$ cat src/sv/plr_pkg.sv
`default_nettype none

package plr_pkg;

    localparam int FIELD_WORDS    = 3;
    localparam int KEY_BITS       = 64;
    localparam int DEF_CAPACITY   = 64;
    localparam int DEF_KEY_WORDS  = 3;
    localparam int POS_BITS       = 8;
    localparam int OUT_POS_BITS   = 7;
    localparam int CMD_BITS       = 3;
    localparam int STATUS_BITS    = 2;

    typedef enum logic [CMD_BITS-1:0] {
        CMD_INSERT      = 3'd0,
        CMD_REMOVE      = 3'd1,
        CMD_FIND_NAME   = 3'd2,
        CMD_FIND_NUMBER = 3'd3,
        CMD_COUNT       = 3'd4
    } cmd_t;

    typedef enum logic [STATUS_BITS-1:0] {
        ST_OK   = 2'd0,
        ST_BAD  = 2'd1,
        ST_MISS = 2'd2
    } status_t;

    typedef struct packed {
        logic [CMD_BITS-1:0] cmd;
        logic [POS_BITS-1:0] position;
        logic [KEY_BITS-1:0] number_word0;
        logic [KEY_BITS-1:0] number_word1;
        logic [KEY_BITS-1:0] number_word2;
        logic [KEY_BITS-1:0] name_word0;
        logic [KEY_BITS-1:0] name_word1;
        logic [KEY_BITS-1:0] name_word2;
    } request_t;

    typedef struct packed {
        logic [STATUS_BITS-1:0]  status;
        logic [OUT_POS_BITS-1:0] found_position;
        logic [KEY_BITS-1:0]     found_number_word0;
        logic [KEY_BITS-1:0]     found_number_word1;
        logic [KEY_BITS-1:0]     found_number_word2;
        logic [KEY_BITS-1:0]     found_name_word0;
        logic [KEY_BITS-1:0]     found_name_word1;
        logic [KEY_BITS-1:0]     found_name_word2;
        logic [OUT_POS_BITS-1:0] record_count;
    } response_t;

    typedef struct packed {
        logic load;
        logic start;
        logic step;
        logic fill;
        logic post;
    } ctl_t;

    typedef struct packed {
        logic skip_walk;
        logic is_insert;
        logic walk_done;
        logic hit;
        logic out_free;
    } sts_t;

endpackage

`default_nettype wire

$ cat src/sv/plr_controller.sv
`default_nettype none

module plr_controller
    import plr_pkg::*;
(
    input  wire  clk,
    input  wire  rst_n,
    input  wire  req_valid,
    output logic req_ready,
    input  sts_t sts,
    output ctl_t ctl
);

    typedef enum logic [4:0] {
        S_IDLE   = 5'b00001,
        S_DECODE = 5'b00010,
        S_WALK   = 5'b00100,
        S_FILL   = 5'b01000,
        S_POST   = 5'b10000
    } state_t;

    state_t state_reg, state_next;

    always_comb
    begin
        state_next = state_reg;
        ctl        = '0;
        req_ready  = 1'b0;
        unique case (state_reg)
            S_IDLE:
            begin
                req_ready = 1'b1;
                if (req_valid)
                begin
                    ctl.load   = 1'b1;
                    state_next = S_DECODE;
                end
            end
            S_DECODE:
            begin
                ctl.start  = 1'b1;
                state_next = sts.skip_walk ? S_POST : S_WALK;
            end
            S_WALK:
            begin
                ctl.step = 1'b1;
                if (sts.hit)
                begin
                    state_next = S_POST;
                end
                else if (sts.walk_done)
                begin
                    state_next = sts.is_insert ? S_FILL : S_POST;
                end
            end
            S_FILL:
            begin
                ctl.fill   = 1'b1;
                state_next = S_POST;
            end
            S_POST:
            begin
                if (sts.out_free)
                begin
                    ctl.post   = 1'b1;
                    state_next = S_IDLE;
                end
            end
            default:
            begin
                state_next = S_IDLE;
            end
        endcase
    end

    always_ff @(posedge clk or negedge rst_n)
    begin
        if (!rst_n)
        begin
            state_reg <= S_IDLE;
        end
        else
        begin
            state_reg <= state_next;
        end
    end

endmodule

`default_nettype wire

$ cat config.mk
export PLATFORM = sky130hd
export DESIGN_NAME = plr_controller
export DESIGN_NICKNAME = d
export VERILOG_FILES = /design/src/sv/plr_pkg.sv /design/src/sv/plr_controller.sv
export SDC_FILE = /design/constraint.sdc
export NUM_CORES = 1
export LEC_CHECK = 0
export CORE_AREA = 2 2 39 41
export DETAILED_ROUTE_END_ITERATION = 8
export DIE_AREA = 0 0 41 43
export DONT_BUFFER_PORTS = 1
export GPL_ROUTABILITY_DRIVEN = 0
export PLACE_DENSITY = 0.42
export SLEW_MARGIN = 25
export SYNTH_ARGS = -nofsm -noshare
export SYNTH_HDL_FRONTEND = slang
export SYNTH_SLANG_ARGS = --single-unit
$ cat constraint.sdc
create_clock -name clk -period 2.5 [get_ports clk]
set_clock_uncertainty 0.15 [all_clocks]
set_input_delay 0.5 -clock clk [delete_from_list [all_inputs] [get_ports clk]]
set_output_delay 0.5 -clock clk [all_outputs]
set_load 0.05 [all_outputs]
# After elaboration in Yosys (flattened, before gate mapping)
# Index checks and enable logic that the tools add are counted.
# W data, S select, Z words.
[classes]
eq_ne = 8
muxes = 15
reduce_logical = 1
[op_table]
columns = ["operator", "count"]
rows = [
  ["$mux W5", 6],
  ["$pmux W5 S5", 1],
  ["$mux W1", 8],
  ["$eq A5 B1 Y1 const B", 1],
  ["$eq A5 B2 Y1 const B", 1],
  ["$eq A5 B3 Y1 const B", 1],
  ["$eq A5 B4 Y1 const B", 1],
  ["$eq A5 B5 Y1 const B", 1],
  ["$ne A2 B2 Y1 const B", 2],
  ["$ne A3 B3 Y1 const B", 1],
  ["$reduce_and A3 Y1", 1],
]
[totals]
regBits = 5
out_inout_bits = 6
word_cells = 25

# Depth between registers and ports, before layout
[depth]
ltp_word = 4
depth_mapped = 5
mapped_depth_nobuf = 4

# Least setup slack after synthesis
# No wires, ideal clock.
[synth_path]
path_kind = "reg2out"
start = "register state_reg[4]"
end = "output port ctl[4] in the netlist's numbering"
arrival_ps = 2181
required_time_ps = 1850
slack_ps = -331
path_stages_with_launch = 5
n_path_buf = 1
path_cell_list = "dfrtp_1 buf_6 or3_1 nor3b_2 and2_1"
[synth_lines]
columns = ["item", "line_no", "source"]
rows = [
  ["start, declared", "plr_controller.sv:22", "state_t state_reg, state_next;"],
  ["start signal, assigned", "plr_controller.sv:84", "state_reg <= state_next;"],
  ["end, declared", "plr_controller.sv:11", "output ctl_t ctl"],
]

==> flow_summary_export.csv <==
group,metric,value,unit
floorplan,core_area,1380,um2
power_and_ir_drop,powerDensity,1000,nW/um2
clock_tree,htreeDepth,1,
floorplan,die_area,1760,um2
clock_tree,clk_latency,0.24,ns
detailed_routing,drt_iter0_drc,3,
yosys,synth_mux_area_share,2.66,%
power_and_ir_drop,p_int,252,uW
detailed_routing,dr.max_layer_used,"met3",
global_routing,grt_pass1_wl,1.29,mm
final_layout,nets,52,
place,pre_cts_slack,0.498,ns
clock_tree,clockBufferDepth,2,
detailed_routing,dr_wl_met2,400,um
critical_path,cp-end-kind,"output pin",
final_layout,drive_gt1_share,37.2,%
detailed_routing,viasPerCell,5.15,
detailed_routing,wl,794,um
clock_tree,post_cts_buffers,0,
place,io_buffers,0,
yosys,synthesis.area,377,um2
yosys,yosysWarnings,0,
critical_path,worstSetupPathType,"reg -> out",
yosys,synth_area_per_cell,10.5,um2
clock_tree,cts_tree,"built",
power_and_ir_drop,p_leak,0.000197,uW
place,dp_hpwl,646,um
sta,final.period_utilization,90.4,%
floorplan,ios,14,
yosys,synth-seq-cells,5,
final_layout,diodes,0,
detailed_routing,drt_pass1_iterations,2,
yosys,ys_top_cells_by_area,"dfrtp_1 27%, dfstp_2 7.0%, nor2_8 5.3%",
sta,layout_setup_ws,0.240,ns
final_layout,areaGrowthSynthToFinish,20.3,%
yosys,synthSimpleGateAreaFrac,46.5,%
power_and_ir_drop,pwr-share-seq,30.1,%
yosys,synth_top_family_by_area,"simple AND/OR/NAND/NOR gates",
global_routing,antenna_found_initial,0,
critical_path,arrival,1.61,ns
sta,slew_headroom,66.8,%
job,drv_cap,0,
floorplan,std_cell_rows,14,
yosys,synth.net_count,44,
detailed_routing,ant_nets,0,
clock_tree,clk_pin_slew_worst_paths,0.04,ns
detailed_routing,wl_per_cell,13.5,um
detailed_routing,num_vias,304,
critical_path,cp.required,1.85,ns
floorplan,die_h,43,um
detailed_routing,wl_met1,331,um
detailed_routing,dr_wl_met3,62,um
critical_path,path_max_fanout,6,
yosys,yosysTopAreaCell,"dfrtp_1",
yosys,yosysUniqueCellTypes,27,
global_routing,grt_max_degree,9,
power_and_ir_drop,peakVddDrop,288,uV
global_routing,overflow,0,
min_path,hp-class,"in -> reg",
sta,rsz0062_at_grt,"no",
yosys,netlist.area_leader.share,26.6,%
detailed_routing,drc,0,
yosys,synth_cells,36,
clock_tree,cts_sinks,5,
global_routing,grt_use_total,11.0,%
sta,hold_slack,0.199,ns
yosys,seq_area_frac_synth,33.6,%
clock_tree,cts_buffers,3,
final_layout,largest_reg_flops,5,
sta,tightest_slew,0.497,ns
power_and_ir_drop,pwr-share-clk,20.1,%
sta,slew_violations,0,
status,status,"finished, final reports clean",
power_and_ir_drop,switchingPower,203,uW
floorplan,initial_utilization,27.2,%
yosys,synth-compound-area-share,13.3,%
yosys,synth_xor_area_share,0,%
sta,min_period,2.26,ns
sta,fin_tns_setup,0,ns
power_and_ir_drop,swShare,44.6,%
sta,hold_viol,0,
floorplan,die_w,41,um
global_routing,grt_pass1_vias,327,
power_and_ir_drop,p_comb_share,49.9,%
clock_tree,root_buffer,"clkbuf_4",
final_layout,fillCellCount,155,
sta,maxClockFrequency,442,MHz
sta,setup-violations-final,0,
critical_path,critPathLaunchType,"flop",
yosys,synthAdderAreaFrac,0,%
[power groups by stage]
| stage | clock network (uW) | logic [uW] | registers, uW |
|---|---|---|---|
| CTS | 95.5 | 230 | 137 |
| global placement | 0 | 225 | 136 |
| finish | 91.3 | 227 | 137 |
| floorplan | 0 | 195 | 129 |
| global route | 105 | 242 | 140 |
| detailed placement | 0 | 226 | 137 |
[through the flow]
| step | area [um2] | std cells | total power, uW | util [%] |
|---|---|---|---|---|
| floorplan | 385 | 36 | 324 | - |
| global placement | 417 | 54 | 360 | 30.1 |
| detailed placement | 417 | 54 | 363 | 30.1 |
| CTS | 453 | 59 | 462 | 32.7 |
| global route | 453 | 59 | 487 | 32.7 |
| finish | 453 | 59 | 455 | 32.7 |
[final timing paths]
| check | to | from | slack [ns] | depth (start not counted) |
|---|---|---|---|---|
| setup / recovery | ctl[4] | state_reg[2]$_DFFE_PN0P_ | 0.24 | 3 |
| hold / removal | state_reg[2]$_DFFE_PN0P_ | sts[2] | 0.20 | 1 |
| setup reg to reg | state_reg[4]$_DFFE_PN0P_ | state_reg[2]$_DFFE_PN0P_ | 0.70 | 4 |
| hold reg to reg | state_reg[3]$_DFFE_PN0P_ | state_reg[4]$_DFFE_PN0P_ | 0.48 | 2 |
| max in group asynchronous | state_reg[0]$_DFFE_PN1P_ | rst_n | 1.55 | 1 |
| min in group asynchronous | state_reg[4]$_DFFE_PN0P_ | rst_n | 0.40 | 1 |
[layout make-up]
| type | instances | area [um2] | area share (%) |
|---|---|---|---|
| well taps | 16 | 20.0 | 4.42 |
| multi-input cells | 29 | 244 | 53.9 |
| repair buffers | 4 | 32.5 | 7.18 |
| inverters | 1 | 3.75 | 0.829 |
| clock buffers | 4 | 26.3 | 5.80 |
| flip-flops and latches | 5 | 126 | 27.9 |
[critical path, cell delays in order, from the launching register on]
cell,delay (ns)
dfrtp_1,0.42
or3_1,0.46
nor3b_4,0.23
and2_4,0.26
[layout by cell type, fill, tap and decap left out, types with 3 or more instances in the layout]
master,n
nor2_1,3
clkbuf_4,3
buf_4,3
nor3_1,4
dfrtp_1,4
[cells by family after synthesis]
kind of cell / count (synthesis)
flops: 5
buf+inv: 2
mux: 1
simple gates: 23
compound gates: 5
[Yosys cell counts]
master and number:
nor2b_4 1, a22oi_2 1, or4_2 1, buf_6 1
nor4_1 1, and3_1 1, nor3_1 4, mux2i_1 1
inv_1 1, and2_1 2, dfstp_2 1, and2b_1 1
nor2_1 3, nor2_8 1, or4b_4 1, or3_1 1
dfrtp_1 4, a21oi_1 1, nor3b_2 1, o41ai_2 1
and3b_1 1, o311a_2 1, and4b_1 1, o21ai_0 1
or2b_1 1, nand2_1 1, nand2b_1 1
[layer usage]
| metal | vias to the layer above | track usage, % |
|---|---|---|
| li1 | 149 | - |
| met1 | 143 | 13.4 |
| met2 | 12 | 16.3 |
| met3 | 0 | 5.24 |
| met4 | 0 | 4.00 |
| met5 | - | 0 |
[what timing repair did]
action,CTS,global route
hold buffers,1,0
resized for setup,0,0
hold endpoints to repair,5,0
Power figures use the tool's default switching activity.
